$ cat src/hdl/i8mlp_pkg.sv
package i8mlp_pkg;

  localparam int HIDDEN_CNT = 4;

  localparam int MULT_W    = 31;
  localparam int FRAC_BITS = 31;
  localparam int ACT_W     = 9;
  localparam int HSUM_W    = 18;
  localparam int HPROD_W   = HSUM_W + MULT_W;
  localparam int OSUM_W    = 19;
  localparam int OPROD_W   = OSUM_W + MULT_W;

  localparam int INT8_MAX = 127;
  localparam int INT8_MIN = -128;

  localparam int CFG_IDX_W = 3;
  localparam int CFG_DAT_W = 31;

  localparam logic [CFG_IDX_W-1:0] REG_HIDDEN_MULT = 3'd0;
  localparam logic [CFG_IDX_W-1:0] REG_OUTPUT_MULT = 3'd1;
  localparam logic [CFG_IDX_W-1:0] REG_INPUT_ZP    = 3'd2;
  localparam logic [CFG_IDX_W-1:0] REG_HIDDEN_ZP   = 3'd3;
  localparam logic [CFG_IDX_W-1:0] REG_OUTPUT_ZP   = 3'd4;

  localparam logic [MULT_W-1:0] HIDDEN_MULT_RST = 31'd7465890;
  localparam logic [MULT_W-1:0] OUTPUT_MULT_RST = 31'd8377552;
  localparam logic signed [7:0] ZP_RST          = -8'sd128;

  localparam int HID_W0 [HIDDEN_CNT] = '{101, 19, -2, 68};
  localparam int HID_W1 [HIDDEN_CNT] = '{80, -42, 2, 127};
  localparam int HID_B  [HIDDEN_CNT] = '{23675, -3548, -450, 23677};
  localparam int OUT_W  [HIDDEN_CNT] = '{127, -9, -31, 124};
  localparam int OUT_B               = 2980;

  typedef logic signed [7:0] int8_t;

endpackage

$ cat src/hdl/i8mlp_requant.sv
// Adds the zero point to a Q0.31 scaled product, truncates toward zero and saturates to int8.
module i8mlp_requant #(
  parameter int PW = 49
) (
  input  logic signed [PW-1:0] prod_i,
  input  i8mlp_pkg::int8_t     zp_i,
  output i8mlp_pkg::int8_t     q_o
);

  localparam int NW = PW + 2;
  localparam int QW = NW - i8mlp_pkg::FRAC_BITS;

  logic signed [NW-1:0] num;
  logic signed [NW-1:0] adj;
  logic signed [QW-1:0] q;

  always_comb begin
    num = NW'(prod_i) + (NW'(zp_i) <<< i8mlp_pkg::FRAC_BITS);
    adj = num + $signed({{(NW-i8mlp_pkg::FRAC_BITS){1'b0}},
                         {i8mlp_pkg::FRAC_BITS{num[NW-1]}}});
    q   = $signed(adj[NW-1:i8mlp_pkg::FRAC_BITS]);
    if (q > QW'(i8mlp_pkg::INT8_MAX)) begin
      q_o = 8'(i8mlp_pkg::INT8_MAX);
    end else if (q < QW'(i8mlp_pkg::INT8_MIN)) begin
      q_o = 8'(i8mlp_pkg::INT8_MIN);
    end else begin
      q_o = 8'(q);
    end
  end

endmodule
$ cat config.mk
export PLATFORM = sky130hd
export DESIGN_NAME = i8mlp_requant
export DESIGN_NICKNAME = d
export VERILOG_FILES = /design/src/hdl/i8mlp_pkg.sv /design/src/hdl/i8mlp_requant.sv
export SDC_FILE = /design/constraint.sdc
export NUM_CORES = 1
export LEC_CHECK = 0
export ABC_AREA = 1
export BUFFER_PORTS_ARGS = -buffer_cell sky130_fd_sc_hd__buf_2
export CAP_MARGIN = 20
export CORE_ASPECT_RATIO = 1.25
export CORE_MARGIN = 2
export CORE_UTILIZATION = 47
export DETAILED_ROUTE_END_ITERATION = 10
export PLACE_DENSITY_LB_ADDON = 0.25
export SETUP_SLACK_MARGIN = 0.5
export SLEW_MARGIN = 20
export SYNTH_ARGS = -nofsm -noshare
export SYNTH_HDL_FRONTEND = slang
export SYNTH_SLANG_ARGS = --single-unit
export TNS_END_PERCENT = 100
$ cat constraint.sdc
create_clock -name vclk -period 4
set_input_delay 0.2 -clock vclk [all_inputs]
set_output_delay 0.2 -clock vclk [all_outputs]
set_load 0.02 [all_outputs]
# Yosys cells after proc, flatten, opt, wreduce, memory -nomap -nowiden
# Index checks and enable logic that the tools add are counted.
# classes
add_sub_neg	2
n_lt_le_gt_ge	2
muxes	2
# op_table
cell	count
50-bit by 32-bit adder with 51-bit output	1
49-bit by 39-bit adder with 50-bit output	1
20-bit by 8-bit > comparator with 1-bit output (second input constant)	1
20-bit by 8-bit less-than comparator with 1-bit output (second input constant)	1
8-bit two-way mux	2
# word_totals
regBits	0
input_bits	57

# Depth between registers and ports, before layout
# Gate-level depths: netlist of run 1.
# depth
ltp_word	5
mapped_depth	34

# Worst setup path before layout of run 1
# Ideal clock, no wire load.
# synth_timing
path_kind	input to output
from	input port prod_i[31]
to	output port q_o[0]
arrival_ps	4094
setup_slack_ps	-294
cell_stages	21
n_path_buf	0
path_cell_list	ha_1 inv_1 fa_1 inv_1 nand3_1 nand3_2 nand2_1 nand3_2 nand2_1 inv_1 ha_1 a21o_1 a31oi_1 o21ai_0 nand2_1 nand2_1 nor2_1 a21boi_0 a31oi_1 o21bai_4 nand2_1
# synth_via
elab_chain_cells	5
word_cells_on_any_way	6
cone_classes	add/sub (2); order compare (2); mux (2)
# synth_lines
item	line_no	text
from (decl)	i8mlp_requant.sv:5	input logic signed [PW-1:0] prod_i,
49-bit by 39-bit adder with 50-bit output (*)	i8mlp_requant.sv:18	num = NW'(prod_i) + (NW'(zp_i) <<< i8mlp_pkg::FRAC_BITS);
50-bit by 32-bit adder with 51-bit output (*)	i8mlp_requant.sv:19	adj = num + $signed({{(NW-i8mlp_pkg::FRAC_BITS){1'b0}},
20-bit by 8-bit less-than comparator with 1-bit output	i8mlp_requant.sv:24	end else if (q < QW'(i8mlp_pkg::INT8_MIN)) begin
8-bit two-way mux	i8mlp_requant.sv:24	
8-bit two-way mux (*)	i8mlp_requant.sv:22	if (q > QW'(i8mlp_pkg::INT8_MAX)) begin
to (decl)	i8mlp_requant.sv:7	output i8mlp_pkg::int8_t q_o
# Every way passes the cells marked *; elsewhere a longest branch is shown, timed or not.

# Worst setup path in the final report of run 1
# layout_timing
from	input port zp_i[7]
to	output port q_o[5]
# layout_via
elab_chain_cells	5
word_cells_on_any_way	6
cone_classes	add/sub (2); order compare (2); mux (2)
# layout_lines
item	line_no	text
from (decl)	i8mlp_requant.sv:6	input i8mlp_pkg::int8_t zp_i,
49-bit by 39-bit adder with 50-bit output (*)	i8mlp_requant.sv:18	
50-bit by 32-bit adder with 51-bit output (*)	i8mlp_requant.sv:19	
20-bit by 8-bit less-than comparator with 1-bit output	i8mlp_requant.sv:24	
8-bit two-way mux	i8mlp_requant.sv:24	
8-bit two-way mux (*)	i8mlp_requant.sv:22	
# Marks and branches as above.

==> summary.txt, run 1 <==
Global routing
  • Via count of the first global-routing pass: 4,240
  • Overall routing resource usage: 31.0%
  • Initial antenna violation count: 0
  • Largest net degree at the start of global routing: 9
  • First-pass GRT wire length: 17,300 um
  • GRT overflow: 0

Floorplan
  • DIE AREA: 6860 um2
  • I/O pins: 65
  • Die Height: 92.1 um
  • Core box area: 6090 um2
  • Site Rows: 32
  • Chip width: 74.5 um
  • Starting Density: 47.9%

Setup path
  • Delay of the slowest critical-path stage: 0.29 ns
  • Crit path top cell by count: nand2_1
  • Arrival time worst endpoint: 4.38 ns
  • Critical path peak fanout: 7
  • WP data required: 3.80 ns
  • CP max-delay cell: ha_4
  • Worst Setup End Kind: primary output
  • CP startpoint kind: input pin
  • Worst setup path class: input pin to primary output

Timing
  • Final Setup Violations: 8
  • Hold slack: 0.927 ns
  • Tcrit/Tclk final: 114%
  • Rel. slew slack: 63.5%
  • Measured slew at the worst slew-check pin: 0.543 ns
  • RSZ-0062 raised after global routing: yes
  • Slew Limit Fails: 0
  • Post-layout min period: 4.58 ns
  • Final hold vios: 0
  • FMAX: 218 MHz
  • Setup ws final: -0.578 ns

Placed design
  • Placed Area: 4120 um2
  • Placed cells: 764
  • Placer congestion estimate: 0.882
  • PortBufs: 65
  • DP HPWL: 7520 um
  • Dpl ws: -0.541 ns

Logic synthesis
  • Number of distinct library cells after synthesis: 38
  • Sequential-to-total area share from yosys stat: 0%
  • Xor-xnor portion of the synthesized cell area: 2.36%
  • Adder-cell area share of the yosys netlist: 21.3%
  • Top-area cell type share of the netlist area: 20.6%
  • Mux contribution to synthesized area: 0%
  • Gate Count Post-Synth: 525
  • Mapped Area: 2920 um2
  • Dominant cell type by area after synthesis: ha_1
  • Largest family of logic cells by synthesized area: simple AND/OR/NAND/NOR gates
  • Yosys Warn Count: 0
  • Simple logic cell fraction of the synthesized area: 52.4%
  • Compound-Gate Fraction of Synth Area: 12.7%
  • Top post-synthesis cells by area: ha_1, nand2_1, inv_1
  • Syn Area/Cell: 5.56 um2
  • Syn Nets: 631

Pwr
  • Leak: 2.66 nW
  • Overall Power: 0.00121 W
  • Maximum vdd drop: 0.114 mV
  • P per Cell Area: 232 nW/um2

Job
  • Maxcap violations: 0

Routing
  • Post-DRT Antenna Nets: 0
  • Routed wire length: 12,600 um
  • Iter 0 DRT Violations: 195
  • Via count: 4,425
  • DRC viols: 0
  • Vias/cell: 5.54
  • Wire per inst: 15.8 um
  • DR pass1 iterations: 7

Cells and area
  • Cell area after layout: 5210 um2
  • Share of cells above drive strength 1: 49.0%
  • P&R area growth vs syn: 78.5%
  • NumNets Final: 822
  • # diodes: 0
  • Final Non-Filler Cells: 799
  • Reg area: 0 um2
  • Final-layout clock buffer total: 0
  • Num sequential: 0

Run status
  • Status: finished with violations
  • Failing checks: setup timing

Worst hold path
  • HP Class: input pin to primary output
  • WHS Path Cells: 6

Clock tree
  • # hold bufs at CTS: 0
[synth_stat cells, types with 3 or more instances]
cell and count:
nand3_1 36, nand2_4 4, a21oi_1 31, a31oi_1 3, nor4_1 4, a21o_1 7
nand3_2 6, ha_1 48, nor2_1 59, inv_1 73, a21boi_0 3, nor2_2 3
inv_2 9, nor2_4 4, nand2_1 156, xor2_1 4, nand4_1 16, o21ai_0 12
nor3_1 5, nand2_2 20
[power breakdown]
part	leakage, nW	internal, W	switching, W
registers	0	0	0
logic	2.66	0.000560	0.000648
clock network	0	0	0
[stage by stage]
step,TNS (ns),utilization [%]
detailed placement,-3.81,67.7
global route,-5.49,85.5
floorplan,-0.990,-
finish,-4.18,85.5
CTS,-2.06,80.3
global placement,-2.94,67.7
[worst paths after layout]
check  startpoint  endpoint  slack [ns]
max       zp_i[7]    q_o[5]       -0.58
min    prod_i[31]    q_o[0]        0.93
[cells by family after synthesis]
kind of cell	count (synthesis)
buf+inv	84
fa+ha+maj	49
simple gates	322
compound gates	63
xor+xnor	7
[critical path, delay by kind of cell]
family / cells / cell delay, ns
and+or+nand+nor: 17 / 1.55
buffers and inverters: 9 / 1.23
AOI/OAI and AO/OA: 5 / 0.85
adders and majority gates: 2 / 0.51
[final cells by class]
cell class,instances,area (um2)
fill,376,880
inverter,82,312
multi-input combinational,441,3330
tap,85,106
timing repair buffer,191,1460
[layer usage]
metal | wire length [um] | GRT usage [%]
met5 | 0 | 0
met4 | 781 | 14.7
met3 | 591 | 1.76
met2 | 6940 | 64.1
met1 | 4320 | 28.6
[timing repair]
| action | CTS | global route |
|---|---|---|
| endpoints found under the setup margin | 8 | 8 |
| resized for setup | 91 | 57 |
| pin swaps | 19 | 32 |
| buffers inserted | 22 | 10 |
| gates cloned | 3 | 0 |
[layout by cell type (no fill, tap or decap), drive strengths merged]
cell type  netlist  routed
o21bai           1       1
or2              2       2
a31oi            3       3
nand4           18      18
fa               1       1
and2             1       1
nand3           44      44
a21o             7       7
a31o             1       1
nor2            66      66
a21boi           4       4
nand2          180     180
ha              48      48
inv             82      81
o21a             2       2
o21ai           13      13
nand3b           1       1
buf              2     191
xor2             5       5
xnor2            2       2
nor3             6       6
a21oi           31      31
clkinvlp         0       1
nor4             4       4
o31ai            1       1
No activity file was read; power rests on OpenSTA's default activity.
==> run 2, diff against run 1 <==
Settings changed: ABC_AREA 1 to not set.
==> run 2 against run 1 <==
  * Synthesized area fell by 2.1%
  * The flow still finishes with violations (setup timing)
  * Sequential share of layout area unchanged
  * Die area fell by 2.0%
  * Cell area down 0.48%
  * Wire length is 25% higher
  * Synthesized cell count down 25%
  * Clock-buffer cell count unchanged
  * Largest power group unchanged
  * Utilization grew 3.5 points
  * Via count grew 11%
  * Hold slack improved by 0.012 ns
  * Global-route usage is 9.3 points higher
==> summary.txt, run 2 <==
Cells and area
  • Commonest cells after routing, fill and taps aside: buf_4, buf_2, nand2_1
  • Reg area: 0 um2 (unchanged)
  • Filler cell count: 270 (-28%)
  • Final Non-Filler Cells: 660 (-17%)
  • NumNets Final: 702 (-15%)
  • Num sequential: 0 (unchanged)
  • Share of cells above drive strength 1: 52.5% (+3.5 points)
  • Multi-input logic area: 3400 um2 (+2.0%)
  • P&R area growth vs syn: 81.5%
  • # diodes: 0 (unchanged)
  • Most common cell after layout, fill and taps aside: buf_4
  • Cell area after layout: 5180 um2 (-0.48%)
  • Final Util: 89.1% (+3.5 points)
  • Final-layout clock buffer total: 0 (unchanged)

Timing
  • Post-layout min period: 5.37 ns (+0.794 ns)
  • Measured slew at the worst slew-check pin: 0.780 ns (+0.237 ns)
  • Final hold vios: 0 (unchanged)
  • Rel. slew slack: 47.9% (-16 points)
  • RSZ-0062 raised after global routing: yes
  • FMAX: 186 MHz (-15%)
  • Slew Limit Fails: 0 (unchanged)
  • Setup ws final: -1.37 ns (-0.794 ns)
  • Final Setup Violations: 8 (unchanged)
  • Tcrit/Tclk final: 134% (+20 points)

Setup path
  • CP startpoint kind: input pin
  • Critical path peak fanout: 7 (unchanged)
  • Worst setup path class: input pin to primary output
  • CP max-delay cell: a2111oi_2
  • Worst Setup End Kind: primary output
  • WP data required: 3.80 ns (about the same)
  • Cell Chain, Critical Path: buf_2 > ha_4 > nand4_4 > or3_4 > and3_4 > a211oi_4 > buf_4 > buf_12 > buf_12 > ha_4 > nand4_1 > inv_1 > nand4_1 > a2111oi_2 > o21ai_2 > buf_4 > a21o_2 > o311ai_1 > a211oi_4 > nand4_1 > o211ai_4 > buf_12 > o41ai_4 > buf_4
  • Delay of the slowest critical-path stage: 0.55 ns (+0.26 ns)
  • Arrival time worst endpoint: 5.17 ns (+0.79 ns)

Pwr
  • Leak: 2.22 nW (-17%)
  • Sw Ratio: 51.7% (-1.9 points)
  • Switching power: 0.000690 W (+6.4%)
  • Maximum vdd drop: 0.195 mV (+71%)
  • P per Cell Area: 257 nW/um2 (+11%)
  • Combinational power share: 100.0% (about the same)
  • Sequential share of power: 0% (unchanged)
  • Pint: 0.000644 W (+15%)
  • Clock share of power: 0% (unchanged)
  • Overall Power: 0.00133 W (+10%)

Logic synthesis
  • Gate Count Post-Synth: 392 (-25%)
  • Top-count cell post-synth: ha_1
  • Sequential-to-total area share from yosys stat: 0% (unchanged)
  • Dominant cell type by area after synthesis: ha_1
  • Yosys Warn Count: 0 (unchanged)
  • Mapped Area: 2860 um2 (-2.1%)
  • Syn Area/Cell: 7.28 um2 (+31%)
  • Top post-synthesis cells by area: ha_1, a21oi_1, nand2_1
  • Top-area cell type share of the netlist area: 21.0% (+0.44 points)
  • Number of distinct library cells after synthesis: 84 (+120%)
  • Syn Nets: 498 (-21%)
  • Post-synth top cells: ha_1, a21oi_1, nand2_1, nor2_1, o21ai_0

Placed design
  • DP HPWL: 7850 um (+4.3%)
  • Placed Area: 4210 um2 (+2.2%)
  • Dpl ws: -1.04 ns (-0.500 ns)
  • Placed cells: 634 (-17%)
  • PortBufs: 65 (unchanged)
  • Placer congestion estimate: 0.883 (+0.19%)

Global routing
  • First-pass GRT wire length: 22,300 um (+29%)
  • Via count of the first global-routing pass: 4,722 (+11%)
  • Overall routing resource usage: 40.3% (+9.3 points)
  • GRT overflow: 0 (unchanged)
  • Largest net degree at the start of global routing: 10 (+1)
  • Initial antenna violation count: 0 (unchanged)

Floorplan
  • Core box area: 5820 um2 (-4.4%)
  • Chip width: 73.7 um (-1.0%)
  • DIE AREA: 6720 um2 (-2.0%)
  • Die Height: 91.1 um (-1.0%)
  • I/O pins: 65 (unchanged)
  • Starting Density: 49.1% (+1.2 points)
  • Site Rows: 31 (-3.1%)

Run status
  • Failing checks: setup timing
  • Status: finished with violations

Worst hold path
  • WHS Path Cells: 5 (-1)
  • Hold worst-path end: q_o[0]
  • Hold path startpoint: prod_i[31]
  • HP Class: input pin to primary output

Routing
  • Post-DRT Antenna Nets: 0 (unchanged)
  • Wire per inst: 23.9 um (+51%)
  • Iter 0 DRT Violations: 825 (+320%)
  • DR pass1 iterations: 7 (unchanged)
  • DRC viols: 0 (unchanged)
  • Via count: 4,897 (+11%)
  • Vias/cell: 7.42 (+34%)
  • Routed wire length: 15,800 um (+25%)

Job
  • Maxcap violations: 0 (unchanged)

Clock tree
  • # hold bufs at CTS: 0 (unchanged)
-- run 2: changes by cell type after synthesis, moves of 8 or more --
cell / delta
inv_2: -9
inv_1: -61
o21ai_0: +11
nand2_2: -20
a211oi_1: +10
xnor2_1: +8
nand3_1: -21
nand2_1: -121
nor2_1: -31
-- run 2: logic make-up (layout without fill, tap and decap cells) --
kind of cell	after synthesis	count (layout)	synth area share [%]
compound gates	154	154	39.4
xor+xnor	13	13	3.99
fa+ha+maj	49	49	21.7
buf+inv	21	223	4.16
mux	2	2	0.789
simple gates	153	153	30.0
-- run 2: per-stage QoR --
stage,setup TNS (ns),hold WS (ns)
floorplan,-7.27,0.772
global placement,-6.41,0.987
detailed placement,-7.69,0.975
CTS,-4.86,0.908
global route,-11.02,0.950
finish,-10.30,0.939
-- run 2: final cells by class --
class	instances	share of cell area, %
repair buffers	211	31.9
multi-input cells	371	65.6
well taps	66	1.59
inverters	12	0.869
-- run 2: worst max path at each step --
stage,slack [ns],depth (start not counted),to,startpoint
6_report,-1.37,24,q_o[2],prod_i[47]
2_1_floorplan,-1.0,19,q_o[2],prod_i[31]
4_1_cts,-0.68,27,q_o[2],zp_i[0]
3_5_place_dp,-1.04,22,q_o[2],zp_i[7]
3_3_place_gp,-0.90,22,q_o[6],zp_i[7]
5_1_grt,-1.47,25,q_o[2],zp_i[0]
-- run 2: power groups by stage --
stage               registers [W]  clock network [W]  logic (W)
finish                          0                  0    0.00133
global route                    0                  0    0.00139
CTS                             0                  0    0.00116
detailed placement              0                  0   0.000928
global placement                0                  0   0.000895
floorplan                       0                  0   0.000552
-- run 2: critical path: cells and delay by family --
kind,cells,cell delay [ns]
buffers and inverters,8,1.22
adder cells (fa/ha/maj),2,0.44
AND/OR/NAND/NOR,6,1.16
AO/OA/AOI/OAI,8,2.14
-- run 2: timing repair --
| action | CTS | global route |
|---|---|---|
| resized for setup | 96 | 12 |
| endpoints found under the setup margin | 8 | 8 |
| setup buffers | 14 | 7 |
| pin swaps | 33 | 10 |
| gates cloned | 5 | 0 |
-- run 2: metal layers --
metal | global-route usage (%) | routed length, um | up-vias | part of all wire, %
li1 | - | - | 1967 | -
met1 | 42.9 | 5150 | 2195 | 33
met2 | 70.4 | 7330 | 522 | 46
met3 | 6.66 | 1570 | 213 | 10
met4 | 26.2 | 1720 | 0 | 11
met5 | 0 | 0 | - | 0
